**config.mk**
```make
export PLATFORM = sky130hd
export DESIGN_NAME = bb_fifo
export DESIGN_NICKNAME = d
export VERILOG_FILES = /design/src/hdl/bb_fifo.sv
export SDC_FILE = /design/constraint.sdc
export NUM_CORES = 1
export LEC_CHECK = 0
export ABC_CLOCK_PERIOD_IN_PS = 2900
export CAP_MARGIN = 5
export CORE_AREA = 4 4 117 119
export CTS_BUF_LIST = sky130_fd_sc_hd__clkbuf_8
export CTS_CLUSTER_SIZE = 8
export DETAILED_ROUTE_END_ITERATION = 12
export DIE_AREA = 0 0 121 123
export DONT_BUFFER_PORTS = 1
export HOLD_SLACK_MARGIN = 0.03
export PLACE_DENSITY = 0.74
export SYNTH_ARGS = -nofsm -noshare
export SYNTH_HDL_FRONTEND = slang
export SYNTH_SLANG_ARGS = --single-unit
```
**constraint.sdc**
```tcl
create_clock -name clk -period 2.9 [get_ports clk]
set_clock_uncertainty 0.2 [all_clocks]
set_input_delay 0.29 -clock clk [delete_from_list [all_inputs] [get_ports clk]]
set_output_delay 0.29 -clock clk [all_outputs]
set_load 0.02 [all_outputs]
```
**src/hdl/bb_fifo.sv**
```systemverilog
// Short queue between the front end and the blur back end.
`timescale 1ns / 1ps

module bb_fifo #(
  parameter int WIDTH = 48,
  parameter int DEPTH = 4
) (
  input  logic             clk,
  input  logic             rst,
  input  logic             push,
  input  logic [WIDTH-1:0] push_data,
  output logic             ready,
  input  logic             pop,
  output logic             head_valid,
  output logic [WIDTH-1:0] head_data
);

  localparam int PW = (DEPTH > 1) ? $clog2(DEPTH) : 1;
  localparam int NW = $clog2(DEPTH + 1);

  logic [WIDTH-1:0] slots [DEPTH];
  logic [PW-1:0]    wptr, rptr;
  logic [NW-1:0]    count;
  logic             do_push, do_pop;

  assign ready      = (count != NW'(DEPTH));
  assign head_valid = (count != '0);
  assign head_data  = slots[rptr];
  assign do_push    = push && ready;
  assign do_pop     = pop && head_valid;

  always_ff @(posedge clk) begin
    if (do_push) begin
      slots[wptr] <= push_data;
    end
  end

  always_ff @(posedge clk) begin
    if (rst) begin
      wptr  <= '0;
      rptr  <= '0;
      count <= '0;
    end else begin
      if (do_push) begin
        wptr <= (wptr == PW'(DEPTH - 1)) ? '0 : wptr + PW'(1);
      end
      if (do_pop) begin
        rptr <= (rptr == PW'(DEPTH - 1)) ? '0 : rptr + PW'(1);
      end
      if (do_push && !do_pop) begin
        count <= count + NW'(1);
      end else if (do_pop && !do_push) begin
        count <= count - NW'(1);
      end
    end
  end

endmodule

```
# Word-level counts from Yosys, hierarchy flattened
# Memory sizes are Yosys's and may differ from the RTL's. A register that Yosys moved wholly into a read port is not among the register bits.
# Index checks and enable logic that the tools add are counted.
[totals]
reg_bits = 7
latchBits = 0
ram_bits = 192
romBits = 0
input_bits = 52
output_inout_bits = 50
word_cells = 27
mem_count = 1
[memory_table]
columns = ["name", "words", "width", "rd", "rd_clocked_by_memory_dff", "write_ports", "line", "source"]
rows = [
  ["slots", 4, 48, 1, 1, 1, "21", "logic [WIDTH-1:0] slots [DEPTH];"],
]
[op_classes]
add_sub_neg = 4
n_mul = 0
div = 0
magnitude_cmp = 0
eq_ne = 3
n_shift = 0
muxes = 8
bitwise = 0
reduce_logical = 8
[op_table]
columns = ["op", "n"]
rows = [
  ["two-way mux 2 bit", 4],
  ["two-way mux 3 bit", 2],
  ["adder 2 x 1 -> 2 bit (second input constant)", 2],
  ["== test 2 bit (second input constant)", 2],
  ["logical AND 1 bit", 4],
  ["adder 3 x 1 -> 3 bit (second input constant)", 1],
  ["inequality test 3 bit (second input constant)", 1],
  ["nonzero test 3 bit", 1],
  ["subtractor 3 x 1 -> 3 bit (second input constant)", 1],
  ["zero test 1 bit", 2],
  ["two-way mux 1 bit", 2],
  ["nonzero test 2 bit", 1],
]

# Longest topological paths before layout
[depth]
word_depth = 6
ltp_mapped = 9
mapped_depth_nobuf = 8

# Worst setup path after synthesis
# OpenSTA, ideal clock, no wires.
[synth_path]
path_type = "register to register"
startpoint = "reg count[0]"
endpoint = "reg count[2]"
setup_time_ns = 0.070
t_arrival_ns = 2.119
required_time_ns = 2.630
slack_ns = 0.511
path_stages_with_launch = 8
n_path_buf = 0
synth_period_minus_slack_ns = 2.389
path_cell_list = "dfxtp_1 > o31ai_1 > ha_1 > inv_1 > fa_1 > xor2_1 > or3_2 > a21oi_1"
[synth_between]
elab_chain_cells = 5
elab_cells_between_ends = 13
classes_between = "add/sub (2); eq/ne (1); mux (2); reduce/logical (8)"
[synth_rtl]
columns = ["element", "line", "source"]
rows = [
  ["start: declaration", "23", "logic [NW-1:0] count;"],
  ["start signal: assignment", "51", "count <= count + NW'(1);"],
  ["start signal: assignment", "53", "count <= count - NW'(1);"],
  ["parallel branches: the longest is 5 deep, another holds subtractor 3 x 1 -> 3 bit", "--", ""],
]
# Parallel ways; which one is timed is not known. The select of a mux whose other input is x is not followed.
# A chain may end at the register's enable or synchronous reset.

==> metrics <==
Starting Density 58.88%; Ys Warns 0; hold buffers post-CTS 51; Peak VDD IR 0.0007014 V; setup TNS 0 ns; Wirelength per Cell 22.06 microns; die area 0.01488 sq mm; number of gates resized after cts 0; clock-pin slew on the worst setup and hold paths 0.06 ns; antenna violations before repair 0; Worst path slowest cell mux4_2; placed cell area 0.007665 sq mm; Worst-Margin Slew 0.7710 ns; met2 Track Usage GR 30.57%; Sw Share 28.52%; DIE HEIGHT 123 microns; met3 usage 4.895%; postcts setup bufs 0; max-slew violation count 0; unrepaired setup endpoints after global routing no; drt pass-1 iters 5; Worst-Skew Late Latency 0.54 ns; TritonCTS clock tree built; Clock Path Buffers 3; synth top area cells edfxtp_1 (78%), mux4_2 (15%), dfxtp_1 (2.4%); Core Area 0.01257 sq mm; first-pass GRT wire length 20.10 mm; minimum hold slack 0.1747 ns; largest net degree at the start of global routing 40; Yosys cell types 26; largest stage delay on the critical path 0.64 ns; Gate power share 21.4%; crit path buf inv count 1; via count 3239; final wirelength 12.73 mm; 1st-iter DRT viols 210; number of I/O port buffers 0; number of global-route vias before repair 3660; Layout Cells excl Fill 577; register area share after synthesis 80.35%; critical path data arrival time 2.11 ns; total grt overflow 0; worst path required time 2.41 ns; Final period util 89.60%; Total Power 0.007161 W; max cap viols 0; ANT nets after route 0; status finished clean; P&R area growth vs syn 17.53%; htree depth 1; CP delay by family, top multiplexers; Tot GR Track Use 17.80%; Rel. slew slack 48.60%; io pins 102; cell taking the most area after synthesis edfxtp_1; Clock Tree Root clkbuf_8; post-synth top area share 77.92%; synthesized instance count 298; # DRC 0; power share of the sequential group 51.3%; # rows 41; Crit Path Max Fanout 16; CP endpoint kind primary output; fmax 384.9 MHz; M1 GR Usage 22.63%; syn_nets 357; final setup fails 0; Psw 0.002042 W; critical path startpoint category flip-flop; final hold violation count 0; gpl congestion 0.7108; clock share of power 27.4%; Yosys reg bits 201; worst-path cell chain buf_4, mux4_2; Hold WC Path Type in2reg; Chip Width 121 microns; Sink Count 201; Pleak 2.854 nW; cell area after synthesis 0.007400 sq mm; mean area per synthesized cell 24.83 sq um; pwr dens 823.4 mW/mm^2; layout cells sized above 1 25.68%; post-DR vias/cell 5.614; filler instances 773; Inst Count DP 471; DP HPWL 7.424 mm; Final Cell Area 0.008697 sq mm; min cycle time layout 2.598 ns; Crit Path Class reg2out; Num CTS Buffers 31; antenna cells 0; final net count 442; cell internal pwr 0.005119 W; GR peak layer met2
==> synth_stat cells (all sizes together) <==
cell type / instances
and3: 4
nand2b: 2
nand2: 1
or3b: 1
fa: 1
nor3: 1
o31ai: 2
ha: 6
xor2: 2
nor2: 3
or3: 3
mux2i: 3
o21ai: 1
inv: 3
nand3: 1
a21oi: 2
clkbuf: 3
buf: 9
mux4: 48
edfxtp: 192
and2: 1
dfxtp: 9
==> sequential cells by signal, summed over array words and instances, names as in the netlist, named ones only <==
signal / count
count: 3
slots: 192
wptr: 2
rptr: 2
==> power groups by stage <==
stage	combinational [W]	sequential (W)	clock, W
2_1_floorplan	0.00125	0.00365	0
3_3_place_gp	0.00145	0.00372	0
3_5_place_dp	0.00147	0.00374	0
4_1_cts	0.00156	0.00368	0.00201
5_1_grt	0.00163	0.00371	0.00217
6_report	0.00153	0.00367	0.00196
==> worst paths after layout <==
path / depth (start not counted) / end / slack, ns / start
hold / removal: 1 / slots[1][1]$_DFFE_PP_ / 0.17 / push
setup reg to reg: 8 / count[2]$_SDFFE_PP0P_ / 0.43 / count[0]$_SDFFE_PP0P_
hold reg to reg: 2 / flip-flop / 0.30 / rptr[0]$_SDFFE_PP0P_
setup / recovery: 2 / head_data[42] / 0.30 / flip-flop
==> logic make-up after synthesis <==
kind of cell / share of synthesized area, %
AOI/OAI and AO/OA: 0.4734
xor gates and xnor gates: 0.2368
adders and majority gates: 1.285
buffers and inverters: 1.200
DFF: 80.35
muxes: 15.02
and+or+nand+nor: 1.437
==> cell usage in the layout (no fill, tap or decap), types with 4 or more instances in the layout <==
master / count
dlygate4sd3_1: 51
clkinv_1: 4
inv_1: 21
mux4_2: 48
clkbuf_8: 31
and3_2: 4
buf_4: 11
dfxtp_1: 7
edfxtp_1: 192
ha_1: 6
==> per-stage QoR <==
stage | setup slack (ns) | utilization [%]
floorplan | 0.5110 | -
global placement | 0.5210 | 60.99
detailed placement | 0.4284 | 60.99
CTS | 0.2309 | 69.20
global route | 0.1484 | 69.20
finish | 0.3017 | 69.20
==> final cells by class <==
class	instances	area, sq um	area share [%]
inverter	3	11.26	0.1295
clock buffer	31	426.7	4.906
tap	172	215.2	2.474
multi-input combinational	82	1365	15.70
clock inverter	24	95.09	1.093
timing repair buffer	64	633.1	7.280
sequential	201	5951	68.42
==> layer usage <==
metal | share of wire, % | up-vias
met3 | 6.1 | 27
met1 | 40 | 1665
met5 | 0 | -
met4 | 2.2 | 0
li1 | - | 1445
met2 | 52 | 102
No activity file was read; power rests on OpenSTA's default activity.
