File: src/hdl/bb_pkg.sv
// Shared types and constants of the 3x3 box blur.
`timescale 1ns / 1ps

package bb_pkg;

  // Configuration register indexes and reset values
  localparam int unsigned CFG_W = 11;
  localparam logic [0:0] REG_FRAME_WIDTH  = 1'b0;
  localparam logic [0:0] REG_FRAME_HEIGHT = 1'b1;
  localparam logic [CFG_W-1:0] WIDTH_RESET  = 11'd800;
  localparam logic [CFG_W-1:0] HEIGHT_RESET = 11'd600;

  // Division by 9 as multiply by ceil(2^16 / 9), exact for sums up to 9 * 255
  localparam logic [12:0] DIV9_RECIP = 13'd7282;
  localparam logic [7:0]  ALPHA      = 8'hFF;

  typedef struct packed {
    logic       func;
    logic [7:0] in_red;
    logic [7:0] in_green;
    logic [7:0] in_blue;
  } bb_in_t;

  typedef struct packed {
    logic [31:0] out_color;
    logic [9:0]  out_x;
    logic [9:0]  out_y;
    logic        frame_end;
  } bb_out_t;

  // Per-item control decided by the front end
  typedef struct packed {
    logic       emit;
    logic       frame_end;
    logic       col0_on;
    logic       col2_on;
    logic       row0_on;
    logic       row2_on;
    logic [9:0] out_x;
    logic [9:0] out_y;
  } bb_ctl_t;

endpackage

File: src/hdl/bb_front.sv
// Front end: frame size registers, input position tracking and item classification.
`timescale 1ns / 1ps

module bb_front import bb_pkg::*; #(
  parameter int MAX_WIDTH  = 1024,
  parameter int MAX_HEIGHT = 1024,
  parameter int AW         = 10
) (
  input  logic             clk,
  input  logic             rst,
  input  logic             in_valid,
  output logic             in_ready,
  input  bb_in_t           in_data,
  input  logic             push_ready,
  output logic             push_valid,
  output logic [AW-1:0]    push_addr,
  output bb_ctl_t          push_ctl,
  output logic [23:0]      push_pix,
  input  logic             cfg_we,
  input  logic [0:0]       cfg_index,
  input  logic [CFG_W-1:0] cfg_data
);

  localparam int WW  = $clog2(MAX_WIDTH + 1);
  localparam int RW  = $clog2(MAX_HEIGHT + 2);
  localparam int EW0 = (WW > RW) ? WW : RW;
  localparam int EW  = (EW0 > CFG_W) ? EW0 : CFG_W;

  logic [CFG_W-1:0] frame_width;
  logic [CFG_W-1:0] frame_height;
  logic [AW-1:0]    col;
  logic [RW-1:0]    row;

  logic [EW-1:0] w_raw, h_raw, w_e, h_e, c_e, r_e, ox_e, oy_e, c_inc;
  logic          row_start, normal, emit, fe, accept;

  always_comb begin
    w_raw = EW'(frame_width);
    h_raw = EW'(frame_height);
    if (w_raw == '0) begin
      w_e = EW'(1);
    end else if (w_raw > EW'(MAX_WIDTH)) begin
      w_e = EW'(MAX_WIDTH);
    end else begin
      w_e = w_raw;
    end
    if (h_raw == '0) begin
      h_e = EW'(1);
    end else if (h_raw > EW'(MAX_HEIGHT)) begin
      h_e = EW'(MAX_HEIGHT);
    end else begin
      h_e = h_raw;
    end
  end

  always_comb begin
    c_e       = EW'(col);
    r_e       = EW'(row);
    // Row start closes the last pixel of the row two back
    row_start = (c_e == '0) && (r_e >= EW'(2));
    normal    = (c_e != '0) && (r_e != '0);
    emit      = row_start || normal;
    ox_e      = row_start ? (w_e - EW'(1)) : (c_e - EW'(1));
    oy_e      = row_start ? (r_e - EW'(2)) : (r_e - EW'(1));
    fe        = emit && (ox_e == w_e - EW'(1)) && (oy_e == h_e - EW'(1));
    c_inc     = c_e + EW'(1);
  end

  assign in_ready   = push_ready;
  assign accept     = in_valid && push_ready;
  assign push_valid = in_valid;
  assign push_addr  = col;
  assign push_pix   = ((r_e < h_e) && !in_data.func) ?
                      {in_data.in_red, in_data.in_green, in_data.in_blue} : 24'd0;

  always_comb begin
    push_ctl.emit      = emit;
    push_ctl.frame_end = fe;
    push_ctl.col0_on   = (ox_e != '0);
    push_ctl.col2_on   = (ox_e != w_e - EW'(1));
    push_ctl.row0_on   = (oy_e != '0);
    push_ctl.row2_on   = (oy_e != h_e - EW'(1));
    push_ctl.out_x     = ox_e[9:0];
    push_ctl.out_y     = oy_e[9:0];
  end

  always_ff @(posedge clk) begin
    if (rst) begin
      frame_width  <= WIDTH_RESET;
      frame_height <= HEIGHT_RESET;
      col          <= '0;
      row          <= '0;
    end else if (cfg_we) begin
      unique case (cfg_index)
        REG_FRAME_WIDTH:  frame_width  <= cfg_data;
        REG_FRAME_HEIGHT: frame_height <= cfg_data;
      endcase
      col <= '0;
      row <= '0;
    end else if (accept) begin
      if (fe) begin
        col <= '0;
        row <= '0;
      end else if (c_inc >= w_e) begin
        col <= '0;
        row <= row + RW'(1);
      end else begin
        col <= c_inc[AW-1:0];
      end
    end
  end

endmodule

File: config.mk
export PLATFORM = sky130hd
export DESIGN_NAME = bb_front
export DESIGN_NICKNAME = d
export VERILOG_FILES = /design/src/hdl/bb_pkg.sv /design/src/hdl/bb_front.sv
export SDC_FILE = /design/constraint.sdc
export NUM_CORES = 1
export LEC_CHECK = 0
export ABC_AREA = 1
export BUFFER_PORTS_ARGS = -buffer_cell sky130_fd_sc_hd__buf_4
export CAP_MARGIN = 15
export CORE_ASPECT_RATIO = 1.2
export CORE_MARGIN = 1.5
export CORE_UTILIZATION = 57
export CTS_CLUSTER_DIAMETER = 30
export CTS_CLUSTER_SIZE = 24
export DETAILED_ROUTE_END_ITERATION = 16
export PLACE_DENSITY = 0.89
export SLEW_MARGIN = 10
export SYNTH_ARGS = -nofsm -noshare
export SYNTH_HDL_FRONTEND = slang
export SYNTH_SLANG_ARGS = --single-unit
File: constraint.sdc
create_clock -name clk -period 3.49 [get_ports clk]
set_input_delay 0.698 -clock clk [delete_from_list [all_inputs] [get_ports clk]]
set_output_delay 0.698 -clock clk [all_outputs]
set_load 0.05 [all_outputs]
* Word-level counts from Yosys, hierarchy flattened
Cells that the tools add are included.
** Storage, ports and cells
- Input bits :: 42
- Output and inout bits :: 62
- Register bits :: 43
** Operators by class
- Order comparisons :: 5
- $add $sub $neg :: 7
- Eq/ne operators :: 4
- Multiplexer cells :: 11
- Reductions and logical operators :: 20
- Bitwise operators :: 1
** Operator list (count)
- 11-bit 2-to-1 mux :: 8
- 11-bit nonzero test :: 3
- 11-bit by 1-bit subtractor with 11-bit output, second input constant :: 3
- 24-bit 2-to-1 mux :: 1
- 11-bit equality test :: 2
- 11-bit greater-than comparator, second input constant :: 2
- 11-bit logical NOT :: 2
- 11-bit inequality test :: 2
- 10-bit 2-to-1 mux :: 2
- 10-bit by 1-bit adder with 11-bit output, second input constant :: 1
- 11-bit by 1-bit adder with 11-bit output, second input constant :: 1
- 11-bit >= comparator :: 1
- 11-bit by 2-bit >= comparator with 1-bit output, second input constant :: 1
- 11-bit < comparator :: 1
- 10-bit by 1-bit subtractor with 11-bit output, second input constant :: 1
- 11-bit by 2-bit subtractor with 11-bit output, second input constant :: 1
- 10-bit logical NOT :: 1
- 10-bit nonzero test :: 1
- 1-bit logical AND :: 6
- 2-bit AND reduction :: 3
- 2-bit nonzero test :: 1
- 2-bit OR reduction :: 1
- 1-bit logical NOT :: 1
- 1-bit logical OR :: 1
- 1-bit NOT :: 1

* Logic depth before layout (Yosys ltp)
- Depth after elaboration :: 10
- Mapped depth :: 23

* Worst setup path after synthesis
Ideal clock, no wire load.
- Path kind :: reg-to-output
- From :: register col[0] (netlist: push_addr[0])
- To :: output port push_ctl[23] (netlist bit)
- Stages on the path, launching flop included :: 12
- Required time :: 2.792 ns
- Path buffers :: 1
- Arrival :: 3.345 ns
- Setup slack :: -0.553 ns
- Path through :: dfxtp_1 -> inv_1 -> ha_1 -> nand4_1 -> nor2_1 -> nand2_2 -> buf_4 -> o21ai_0 -> nor4_1 -> nand3_1 -> nor2_1 -> nand2_1
** RTL lines
- from (decl) :: RTL line bb_front.sv:31 : logic [AW-1:0] col;
- from (signal assigned) :: RTL line bb_front.sv:108 : col <= c_inc[AW-1:0];
- to (decl) :: RTL line bb_front.sv:17 : output bb_ctl_t push_ctl,

* Final worst setup path
- From :: register frame_height[4]
- To :: output port push_pix[20]
** On the way
- Word-level cells in the longest chain between the ends :: 6
- Elaborated cells between the ends (all ways) :: 7
- Classes of those cells :: 2 x order compare; 3 x mux; 2 x reduce/logical
** Ends and longest elaborated chain
- from (decl) :: RTL line bb_front.sv:30 : logic [CFG_W-1:0] frame_height;
- from (signal assigned) :: RTL line bb_front.sv:96 : REG_FRAME_HEIGHT: frame_height <= cfg_data;
- 11-bit greater-than comparator :: RTL line bb_front.sv:49 : end else if (h_raw > EW'(MAX_HEIGHT)) begin
- 11-bit 2-to-1 mux :: RTL line bb_front.sv:49
- 11-bit 2-to-1 mux (*) :: RTL line bb_front.sv:47 : if (h_raw == '0) begin
- 11-bit < comparator (*) :: RTL line bb_front.sv:73 : assign push_pix = ((r_e < h_e) && !in_data.func) ?
- 1-bit logical AND (*) :: RTL line bb_front.sv:73
- 24-bit 2-to-1 mux (*) :: RTL line bb_front.sv:73
- to (decl) :: RTL line bb_front.sv:18 : output logic [23:0] push_pix,
Mark *: on every way between the ends. The rest lies on a longest branch, timed or not.

==> metrics.yaml <==
route.detailed.drc: 0
dr.pass1.iters: 7
cpMaxStageDelayCell: "dfxtp_4"
antenna_found_initial: 0
regArea_um2: 897
ys_seq_area_share_pct: 16.7
power_frac_seq_pct: 35.1
clk_latency_ns: 0.31
final_cells: 1112
crit_family: "compound AO/OA/AOI/OAI gates"
comb_power_share_pct: 38.5
crit_type: "register to output port"
synth_edf_count: 0
relSlewSlack_pct: 38.2
num_io_pins: 104
routed_wl_mm: 18.1
regToRegSetupSlack_ns: 0.32
core_um2: 8700
placed_area_um2: 6170
skew_ns: 0.00832
grt_first_pass_wirelength_mm: 27.0
die_area_um2: 9630
finalCritPeriodShare_pct: 102
ys.flop_type: "dfxtp_1"
cts_made_buffers: 5
fillers: 627
port_buffers: 103
synth_cell_type_count: 42
stdcell_area_um2: 6920
cts_max_path_buffers: 2
start_util_pct: 59.3
async_flop_share_pct: 0
final-max-slew-violation-count: 0
globalRouteOverflowTotal: 0
final_cell_mix: "192 x nand2_1, 122 x buf_4, 105 x inv_1"
dp_hpwl_mm: 12.4
violations: "negative setup slack"
fmax_mhz: 282
antennaDiodeCount: 0
slowest_delay_ns: 0.37
grt_max_degree: 23
multi_input_area_um2: 3950
cts_tree: "done"
wl_per_cell_um: 16.3
tightest_slew_ns: 0.926
ys_ff_latch: 43
postRouteAntennaNets: 0
rsz0062_at_grt: "yes"
setup.worst_path.start_class: "register"
htreeDepth: 2
via_per_inst: 5.79
maxCapViolCount: 0
nets: 1067
num_vias: 6434
worstHoldPathType: "register to register"
arrival_ns: 2.85
grt_pass1_vias: 5952
fp.dieH_um: 107
row_count: 37
pwr_density_cell_nw_per_um2: 220
hold_violations: 0
period_needed_ns: 3.55
netlist_area_um2: 5160
yosys_warnings: 0
power.switching_w: 0.000583
ir_drop_v: 0.000233
outcome: "finished with violations"
p_clk_share_pct: 26.4
die_w_um: 89.8
setup_viol: 5
internal_power_w: 0.000937
drive_above_1_share_pct: 35.2
setup_ws_ns: -0.0553
cts_sinks: 43
required_ns: 2.79
worst-path-buf-inv: 4
final_common_cell: "nand2_1"
area_growth_pct: 34.2
swShare_pct: 38.3
end_kind: "output port"
path_clk_slew_ns: 0.09
path_max_fanout: 7
ctsHoldBuffers: 0
syn_inst: 863
cp_cell_sequence: "nor2_4 -> nand3_2 -> o21bai_4 -> buf_12 -> nand2_2 -> ha_1 -> nand2_2 -> inv_1 -> a221oi_4 -> o2111ai_4 -> buf_6 -> nor2_2 -> buf_6"
drtIter0Drc: 606
leakagePower_nw: 3.57
cts-root-buf: "clkbuf_8"
grt.total_usage_pct: 34.1
place_congestion: 1.04
synth_nets: 936
post-place-cells: 1091
avgSynthCellArea_um2: 5.98
==> cell type report <==
class | instances | share of cell area [%]
sequential | 43 | 13.0
clock buffer | 5 | 0.994
tap | 117 | 2.11
multi-input combinational | 659 | 57.1
inverter | 130 | 7.10
clock inverter | 3 | 0.633
timing repair buffer | 155 | 19.1
==> through the flow <==
step                utilization, %  TNS, ns  hold WS, ns  total power, W  worst slack [ns]
CTS                           75.4   -0.206        0.489         0.00146           -0.0195
detailed placement            70.9        0        0.470         0.00103             0.158
global placement              70.9        0        0.465         0.00102             0.173
global route                  79.5    -1.86        0.519         0.00159            -0.118
floorplan                        -   -0.834        0.444        0.000884           -0.0417
finish                        79.5   -0.105        0.496         0.00152           -0.0553
==> cell usage after synthesis (3+ instances only) <==
library cell	instances	share of area [%]
clkbuf_1	12	0.87
nand3_1	73	7.1
a21oi_1	32	3.1
inv_2	16	1.2
nor2_1	108	7.9
o41ai_1	3	0.51
o21ai_1	3	0.29
o211ai_1	4	0.58
buf_4	7	1.0
o21ai_2	3	0.51
a21oi_2	10	1.7
nor2_4	3	0.65
inv_1	111	8.1
nand2_2	29	3.5
nand2_1	205	15
nor4_1	5	0.61
nor2_2	13	1.6
clkinv_1	3	0.22
nand3b_1	7	1.0
nand3_2	5	0.97
o21ai_0	32	3.1
nand4_1	33	4.0
buf_6	8	1.7
xor2_1	32	5.4
dfxtp_1	43	17
ha_1	31	7.5
nor3_1	13	1.3
==> logic make-up (layout without fill, tap and decap cells) <==
logic type	count (synthesis)	after routing	share of synthesized area, %
AOI/OAI and AO/OA	94	94	11.2
xor gates and xnor gates	34	34	5.77
adders and majority gates	31	31	7.52
buffers and inverters	161	293	13.8
DFF	43	43	16.7
and+or+nand+nor	500	500	45.1
==> path summary, 6_finish.rpt <==
kind / depth (start not counted) / end / start
worst max-delay path: 13 / push_pix[20] / frame_height[4]$_SDFFE_PP1P_
worst min-delay path: 2 / push_addr[9]$_SDFFE_PP0P_ / push_addr[9]$_SDFFE_PP0P_
worst max register to register: 20 / r_e[8]$_SDFFE_PP0P_ / frame_width[2]$_SDFFE_PP0P_
worst min register to register: 2 / push_addr[9]$_SDFFE_PP0P_ / push_addr[9]$_SDFFE_PP0P_
==> worst reg2reg max path: stages, from the launching register on <==
cell and delay [ns]:
dfxtp_4 0.38, nor2_1 0.14, nand3_2 0.10, o21bai_4 0.18, buf_4 0.15, buf_4 0.14
inv_2 0.05, nor2_1 0.12, inv_1 0.10, ha_1 0.30, nand2_1 0.07, inv_1 0.05
a21boi_0 0.07, o21ai_0 0.15, nand2_1 0.07, a21oi_1 0.14, nor4_1 0.06, buf_4 0.16
inv_1 0.27, nand4_1 0.18, a21oi_2 0.19
==> repair_timing <==
item / in CTS / in global routing
buffers inserted: 5 / 4
setup endpoints to repair: 26 / 39
gates resized for setup: 57 / 98
gates cloned: 4 / 0
pin swaps: 6 / 13
==> power by group through the flow <==
stage / logic, W / registers (W) / clock network (W)
2_1_floorplan: 0.000346 / 0.000537 / 0
3_3_place_gp: 0.000484 / 0.000538 / 0
3_5_place_dp: 0.000489 / 0.000538 / 0
4_1_cts: 0.000530 / 0.000528 / 0.000402
5_1_grt: 0.000633 / 0.000535 / 0.000423
6_report: 0.000585 / 0.000533 / 0.000402
==> per-layer routing <==
layer	part of all wire, %	track usage [%]	up-vias	wire [µm]
li1	-	-	3041	-
met1	39	38.8	2915	7000
met2	48	61.8	379	8760
met3	7.0	4.04	99	1260
met4	5.9	19.4	0	1060
met5	0	0	-	0
==> registers in the layout, summed over array words and instances (netlist names) <==
signal,count
frame_height,11
r_e,11
frame_width,11
push_addr,10
Note: power is estimated with default switching activity, not from simulation.
